### config.mk
export PLATFORM = sky130hd
export DESIGN_NAME = uart_rx_frame_assembler
export DESIGN_NICKNAME = d
export VERILOG_FILES = /design/src/uartrxfa_pkg.sv /design/src/uart_rx_frame_assembler.sv /design/src/uartrxfa_ram.sv
export SDC_FILE = /design/constraint.sdc
export NUM_CORES = 2
export LEC_CHECK = 0
export ABC_AREA = 1
export BUFFER_PORTS_ARGS = -buffer_cell sky130_fd_sc_hd__buf_2
export CAP_MARGIN = 25
export CORE_MARGIN = 2
export CORE_UTILIZATION = 63
export DETAILED_ROUTE_END_ITERATION = 6
export PLACE_DENSITY = 0.78
export SETUP_SLACK_MARGIN = 0.02
export SLEW_MARGIN = 20
export SYNTH_ARGS = -nofsm -noshare
export SYNTH_HDL_FRONTEND = slang
export SYNTH_SLANG_ARGS = --single-unit
### constraint.sdc
create_clock -name clock -period 2.95 [get_ports clock]
set_clock_uncertainty 0.1 [all_clocks]
set_input_delay 0.4425 -clock clock [delete_from_list [all_inputs] [get_ports clock]]
set_output_delay 0.4425 -clock clock [all_outputs]
set_load 0.05 [all_outputs]
### src/uartrxfa_pkg.sv
// ----------------------------------------------------------------------------
// UART receive frame assembler package
// Item modes, register indexes and response word layout.
// ----------------------------------------------------------------------------
package uartrxfa_pkg;

   typedef enum logic [1:0] {
      MODE_BYTE    = 2'd0,
      MODE_TICK    = 2'd1,
      MODE_RELEASE = 2'd2,
      MODE_READ    = 2'd3
   } mode_type;

   typedef enum logic [1:0] {
      CSR_TIMEOUT_RELOAD = 2'd0,
      CSR_TERM_ENABLE    = 2'd1,
      CSR_TERM_FIRST     = 2'd2,
      CSR_TERM_SECOND    = 2'd3
   } csr_index_type;

   localparam logic [6:0] TIMEOUT_RELOAD_RST = 7'd10;
   localparam logic       TERM_ENABLE_RST    = 1'b1;
   localparam logic [7:0] TERM_FIRST_RST     = 8'h0D;
   localparam logic [7:0] TERM_SECOND_RST    = 8'h09;

   localparam int unsigned RSP_WIDTH      = 24;
   localparam int unsigned RSP_READY_BIT  = 0;
   localparam int unsigned RSP_LEN_LSB    = 1;
   localparam int unsigned RSP_RECV_BIT   = 10;
   localparam int unsigned RSP_STORED_BIT = 11;
   localparam int unsigned RSP_DATA_LSB   = 12;

endpackage

### src/uart_rx_frame_assembler.sv
// ----------------------------------------------------------------------------
// UART receive frame assembler
// Collects received bytes into a frame store; closes frames on idle timeout,
// on a two-byte terminator or on a full store.
// ----------------------------------------------------------------------------
// Response: the response word is registered and appears in the cycle after the
// request word. Throughput: one word per cycle unless the response side stalls;
// the frame store RAM takes one write and one registered read per cycle.
// Reset: synchronous; clears control state and registers to their defaults.
// The frame store is not cleared, so no clearing pass follows reset.
// ----------------------------------------------------------------------------
module uart_rx_frame_assembler #(
   parameter int unsigned BUF_DEPTH = 256
) (
   input  logic        clock,
   input  logic        reset,
   // request channel
   input  logic        req_tvalid,
   output logic        req_tready,
   input  logic [15:0] req_tdata,   // [7:0] byte_value, [15:8] read_index
   input  logic [1:0]  req_tuser,   // [1:0] mode
   // response channel
   output logic        rsp_tvalid,
   input  logic        rsp_tready,
   output logic [23:0] rsp_tdata,   // [0] frame_ready, [9:1] frame_length,
                                    // [10] receiving, [11] byte_stored,
                                    // [19:12] read_data, [23:20] zero
   // register write channel
   input  logic        csr_valid,
   output logic        csr_ready,
   input  logic [1:0]  csr_index,
   input  logic [7:0]  csr_wdata
);

   localparam int unsigned IDX_W = $clog2(BUF_DEPTH);
   localparam int unsigned LEN_W = $clog2(BUF_DEPTH + 1);
   localparam int unsigned RI_W  = ((IDX_W > 8) ? IDX_W : 8) + 1;

   // registers
   logic [6:0]       timeout_reload_ff;
   logic             term_enable_ff;
   logic [7:0]       term_first_ff;
   logic [7:0]       term_second_ff;

   // frame state
   logic [IDX_W-1:0] write_index_ff,  write_index_in;
   logic             ready_ff,        ready_in;
   logic [LEN_W-1:0] length_ff,       length_in;
   logic             collecting_ff,   collecting_in;
   logic [6:0]       idle_ff,         idle_in;
   logic [7:0]       prev_byte_ff,    prev_byte_in;

   // response stage
   logic             rsp_valid_ff,    rsp_valid_in;
   logic             rsp_ready_ff;
   logic [LEN_W-1:0] rsp_length_ff;
   logic             rsp_recv_ff;
   logic             rsp_stored_ff;
   logic             rsp_rd_sel_ff;

   uartrxfa_pkg::mode_type mode;
   logic [7:0]       byte_value;
   logic [RI_W-1:0]  read_index_ext;
   logic             read_in_range;
   logic             accept;
   logic             stored;
   logic [LEN_W-1:0] index_next;
   logic             term_hit;
   logic [7:0]       ram_q;
   logic [LEN_W+8:0] length_ext;

   assign mode           = uartrxfa_pkg::mode_type'(req_tuser);
   assign byte_value     = req_tdata[7:0];
   assign read_index_ext = RI_W'(req_tdata[15:8]);
   assign read_in_range  = read_index_ext < RI_W'(BUF_DEPTH);

   assign req_tready = !rsp_valid_ff || rsp_tready;
   assign accept     = req_tvalid && req_tready;
   assign csr_ready  = 1'b1;

   assign index_next = LEN_W'(write_index_ff) + LEN_W'(1);
   assign term_hit   = (write_index_ff != '0) && term_enable_ff &&
                       (prev_byte_ff == term_first_ff) &&
                       (byte_value == term_second_ff);

   always_comb begin
      write_index_in = write_index_ff;
      ready_in       = ready_ff;
      length_in      = length_ff;
      collecting_in  = collecting_ff;
      idle_in        = idle_ff;
      prev_byte_in   = prev_byte_ff;
      stored         = 1'b0;
      unique case (mode)
         uartrxfa_pkg::MODE_BYTE: begin
            if (ready_ff) begin
               collecting_in = 1'b0;
               idle_in       = timeout_reload_ff;
            end else if ((write_index_ff != '0) && (idle_ff == '0)) begin
               // timeout: drop this byte
               ready_in       = 1'b1;
               collecting_in  = 1'b0;
               length_in      = LEN_W'(write_index_ff);
               write_index_in = '0;
            end else begin
               if (write_index_ff == '0) begin
                  collecting_in = 1'b1;
               end
               idle_in      = timeout_reload_ff;
               prev_byte_in = byte_value;
               stored       = 1'b1;
               if (term_hit || (index_next == LEN_W'(BUF_DEPTH))) begin
                  ready_in       = 1'b1;
                  collecting_in  = 1'b0;
                  length_in      = index_next;
                  write_index_in = '0;
               end else begin
                  write_index_in = index_next[IDX_W-1:0];
               end
            end
         end
         uartrxfa_pkg::MODE_TICK: begin
            if (idle_ff != '0) begin
               idle_in = idle_ff - 7'd1;
            end
         end
         uartrxfa_pkg::MODE_RELEASE: begin
            ready_in = 1'b0;
         end
         uartrxfa_pkg::MODE_READ: begin
         end
         default: begin
         end
      endcase
   end

   uartrxfa_ram #(
      .WIDTH (8),
      .DEPTH (BUF_DEPTH)
   ) u_store (
      .clock   (clock),
      .wr_en   (accept && stored),
      .wr_addr (write_index_ff),
      .wr_data (byte_value),
      .rd_en   (accept),
      .rd_addr (read_index_ext[IDX_W-1:0]),
      .rd_data (ram_q)
   );

   always_comb begin
      rsp_valid_in = rsp_valid_ff;
      if (accept) begin
         rsp_valid_in = 1'b1;
      end else if (rsp_tready) begin
         rsp_valid_in = 1'b0;
      end
   end

   always_ff @(posedge clock) begin
      if (reset) begin
         timeout_reload_ff <= uartrxfa_pkg::TIMEOUT_RELOAD_RST;
         term_enable_ff    <= uartrxfa_pkg::TERM_ENABLE_RST;
         term_first_ff     <= uartrxfa_pkg::TERM_FIRST_RST;
         term_second_ff    <= uartrxfa_pkg::TERM_SECOND_RST;
      end else if (csr_valid && csr_ready) begin
         unique case (uartrxfa_pkg::csr_index_type'(csr_index))
            uartrxfa_pkg::CSR_TIMEOUT_RELOAD: timeout_reload_ff <= csr_wdata[6:0];
            uartrxfa_pkg::CSR_TERM_ENABLE:    term_enable_ff    <= csr_wdata[0];
            uartrxfa_pkg::CSR_TERM_FIRST:     term_first_ff     <= csr_wdata;
            uartrxfa_pkg::CSR_TERM_SECOND:    term_second_ff    <= csr_wdata;
            default: begin
            end
         endcase
      end
   end

   always_ff @(posedge clock) begin
      if (reset) begin
         write_index_ff <= '0;
         ready_ff       <= 1'b0;
         length_ff      <= '0;
         collecting_ff  <= 1'b0;
         idle_ff        <= '0;
         prev_byte_ff   <= '0;
         rsp_valid_ff   <= 1'b0;
      end else begin
         rsp_valid_ff <= rsp_valid_in;
         if (accept) begin
            write_index_ff <= write_index_in;
            ready_ff       <= ready_in;
            length_ff      <= length_in;
            collecting_ff  <= collecting_in;
            idle_ff        <= idle_in;
            prev_byte_ff   <= prev_byte_in;
         end
      end
   end

   always_ff @(posedge clock) begin
      if (accept) begin
         rsp_ready_ff  <= ready_in;
         rsp_length_ff <= length_in;
         rsp_recv_ff   <= collecting_in;
         rsp_stored_ff <= stored;
         rsp_rd_sel_ff <= (mode == uartrxfa_pkg::MODE_READ) && read_in_range;
      end
   end

   assign length_ext = (LEN_W + 9)'(rsp_length_ff);

   assign rsp_tvalid = rsp_valid_ff;
   always_comb begin
      rsp_tdata = '0;
      rsp_tdata[uartrxfa_pkg::RSP_READY_BIT]                    = rsp_ready_ff;
      rsp_tdata[uartrxfa_pkg::RSP_LEN_LSB +: 9]                 = length_ext[8:0];
      rsp_tdata[uartrxfa_pkg::RSP_RECV_BIT]                     = rsp_recv_ff;
      rsp_tdata[uartrxfa_pkg::RSP_STORED_BIT]                   = rsp_stored_ff;
      rsp_tdata[uartrxfa_pkg::RSP_DATA_LSB +: 8]                = rsp_rd_sel_ff ? ram_q : 8'h00;
   end

endmodule

### src/uartrxfa_ram.sv
// ----------------------------------------------------------------------------
// Generic single-port-write, registered-read RAM
// One write and one read per cycle; read data holds while rd_en is low.
// ----------------------------------------------------------------------------
module uartrxfa_ram #(
   parameter int unsigned WIDTH = 8,
   parameter int unsigned DEPTH = 256
) (
   input  logic                     clock,
   input  logic                     wr_en,
   input  logic [$clog2(DEPTH)-1:0] wr_addr,
   input  logic [WIDTH-1:0]         wr_data,
   input  logic                     rd_en,
   input  logic [$clog2(DEPTH)-1:0] rd_addr,
   output logic [WIDTH-1:0]         rd_data
);

   logic [WIDTH-1:0] mem [DEPTH];
   logic [WIDTH-1:0] rd_data_ff;

   always_ff @(posedge clock) begin
      if (wr_en) begin
         mem[wr_addr] <= wr_data;
      end
      if (rd_en) begin
         rd_data_ff <= mem[rd_addr];
      end
   end

   assign rd_data = rd_data_ff;

endmodule

==> metrics.cfg <==
[power]
p_clk_share_pct = 40.0
p_switching_uw = 13740
power_leakage_uw = 0.03543
seqPwrFrac_pct = 53.5
swShare_pct = 22.12
comb_power_share_pct = 6.5
power.total_uw = 62130
peakVddDrop_mv = 0.7573
power.density_nw_per_um2 = 631.7
intPower_uw = 48380

[yosys]
ys_seq_area_share_pct = 73.00
synthTopCellsByArea = edfxtp_1 72%, nand3_1 12%, nand2_1 9.6%
yosysTopAreaCellShare_pct = 71.64
synth_most_common_cell = nand2_1
avgSynthCellArea_um2 = 11.61
synth_area_um2 = 86730
async_flop_share_pct = 0
yosysTopAreaCell = edfxtp_1
ys_warn_count = 0
synth_cell_type_count = 34
ys_ff_latch = 2128
synthTopCellsByCount = 2214 x nand2_1, 2069 x edfxtp_1, 2068 x nand3_1, 262 x clkbuf_1, 245 x nor2_1
synth_ff_type = edfxtp_1
synthCells = 7470
synth-edff-count = 2069

[routing]
via_per_inst = 6.288
drc = 0
detail_route.wirelength_um = 230800
ant_nets = 0
drt_first_pass_iters = 7
wl_per_cell_um = 23.89
drtIter0Drc = 8870
num_vias = 60753

[placed_design]
gp_congestion = 0.9323
dp_hpwl_um = 134700
pre_cts_ws_ns = 0.04400
port_buffers = 54

[timing]
finalHoldViolCount = 0
post-route-period-util_pct = 98.25
slew_viol_final = 0
slew_headroom_pct = 27.76
postLayoutSetupSlackWorst_ns = 0.05150
rsz0062_at_grt = true
fmax_mhz = 345.0
min_period_ns = 2.898
setup_viol = 0
worst_slew_pin_slew_ns = 1.084

[critical_path]
worstSetupEndpointType = flip-flop
cp.required_ns = 3.33
worstPathArrival_ns = 3.28
crit_type = reg -> reg
critPathMaxFanout = 16
startpoint_type = flip-flop
regToRegSetupSlack_ns = 0.05

[cts]
clock_latency_ns = 0.85
clk_pin_slew_ns = 0.06
cts_tree = built
h-tree-depth = 4
cts_made_buffers = 201
cts_buffer_depth = 3
cts-root-buf = clkbuf_16
cts_sinks = 2128

[min_path]
hp-class = in -> reg

[cells_and_area]
drive_above_1_share_pct = 11.06
final_nets = 7751
area_delta_synth_final_pct = 13.40

[run_status]
outcome = finished clean

[floorplanning]
core_um2 = 137000
boundaryPins = 60
die_h_um = 375.0
die-area_um2 = 140600
start_util_pct = 63.31
rows = 136
die_w_um = 375.0

[global_route]
grt_overflow_total = 0
track_usage_pct = 32.69
antenna_found_initial = 11
grt_max_degree = 179
grt_pass1_vias = 58960
grt_first_pass_wirelength_um = 345000

[job]
max_cap_violations = 0

-- path summary, 6_finish.rpt --
path / start / endpoint / cells past startpoint
worst min register to register: term_first_ff[6] / term_first_ff[6] / 2
worst min-delay path: req_tdata[14] / u_store.rd_data[4] / 5
worst max-delay path: write_index_ff[0] / u_store.mem[108][4] / 13
worst max register to register: write_index_ff[0] / u_store.mem[108][4] / 13
-- placed cells by master, fill, tap and decap left out, types with 11 or more instances in the layout --
cell           synthesis  layout
dlygate4sd3_1          0      31
nor2_4                 4      11
nor2_1               245     241
o21ai_0               47      47
buf_8                  0      11
bufinv_16              0      14
clkbuf_1             262      53
buf_4                  9     381
nor2_2                42      39
clkinv_1               1      45
clkinv_2               3      24
edfxtp_1            2069    2069
nand2_1             2214    2208
buf_12                 0      80
nand3_1             2068    2060
a21oi_1               47      47
clkbuf_16              0     209
inv_1                 91      88
dfxtp_1               59      59
buf_2                148      42
nand2_2               12      14
-- critical path: stages, from the launching register on --
cell and delay [ns]:
dfxtp_1 0.31, inv_1 0.11, ha_1 0.20, inv_1 0.08
nor2_4 0.15, nand2_2 0.10, nand2_2 0.11, nand2_2 0.07
nor2_2 0.15, inv_4 0.13, nor3_4 0.18, buf_12 0.19
nand2_4 0.20, nor2_2 0.42
-- flip-flops by register name (all words and copies together) (netlist names) --
signal	cells
u_store.mem	2048
length_ff	9
rsp_length_ff	9
prev_byte_ff	8
term_first_ff	8
term_second_ff	8
u_store.rd_data	8
write_index_ff	8
idle_ff	7
timeout_reload_ff	7
collecting_ff	1
ready_ff	1
rsp_rd_sel_ff	1
rsp_ready_ff	1
rsp_recv_ff	1
rsp_stored_ff	1
rsp_tvalid	1
term_enable_ff	1
-- through the flow --
step	hold slack, ns	TNS [ns]	utilization (%)	instances	area (um2)
2_1_floorplan	0.3245	0	-	7473	86740
3_3_place_gp	0.3390	0	66.93	9271	91680
3_5_place_dp	0.3441	0	66.93	9271	91680
4_1_cts	0.1101	0	71.72	9656	98250
5_1_grt	0.1513	-11.93	71.80	9660	98350
6_report	0.1697	0	71.80	9661	98350
-- routing by layer --
| layer | wire length (um) | track usage, % |
|---|---|---|
| met1 | 82340 | 43.13 |
| met2 | 107400 | 51.40 |
| met3 | 28660 | 7.778 |
| met4 | 12340 | 16.28 |
| met5 | 106 | 0 |
-- final cells by class --
class                      count  area (um2)
sequential                  2128       63310
tap                         1794        2245
clock buffer                 262        5429
timing repair buffer         546        5159
inverter                     104       424.2
antenna                        3       7.507
clock inverter                92       814.5
multi-input combinational   4732       20960
fill                        8557       38630
-- power groups by stage --
stage / Clock, uW / Sequential, uW / Combinational [uW]
final: 24800 / 33300 / 4040
after global routing: 26000 / 33200 / 4310
after CTS: 24900 / 33300 / 3940
after detailed placement: 0 / 33900 / 3870
after global placement: 0 / 33900 / 3780
after floorplan: 0 / 33900 / 2100
-- logic make-up after synthesis --
kind of cell    share of synthesized area (%)
flops                                   73.00
compound gates                         0.6521
xor+xnor                              0.09089
buf+inv                                 2.982
simple gates                            23.19
other cells                          0.008659
fa+ha+maj                             0.07213
-- repair_timing --
| item | CTS | global route |
|---|---|---|
| setup buffers | 0 | 2 |
| hold buffers | 31 | 0 |
| endpoints found under the setup margin | 120 | 887 |
| hold endpoints to repair | 161 | 0 |
| pin swaps | 0 | 1 |
| resized for setup | 4 | 14 |
(Power assumes the default switching activity.)
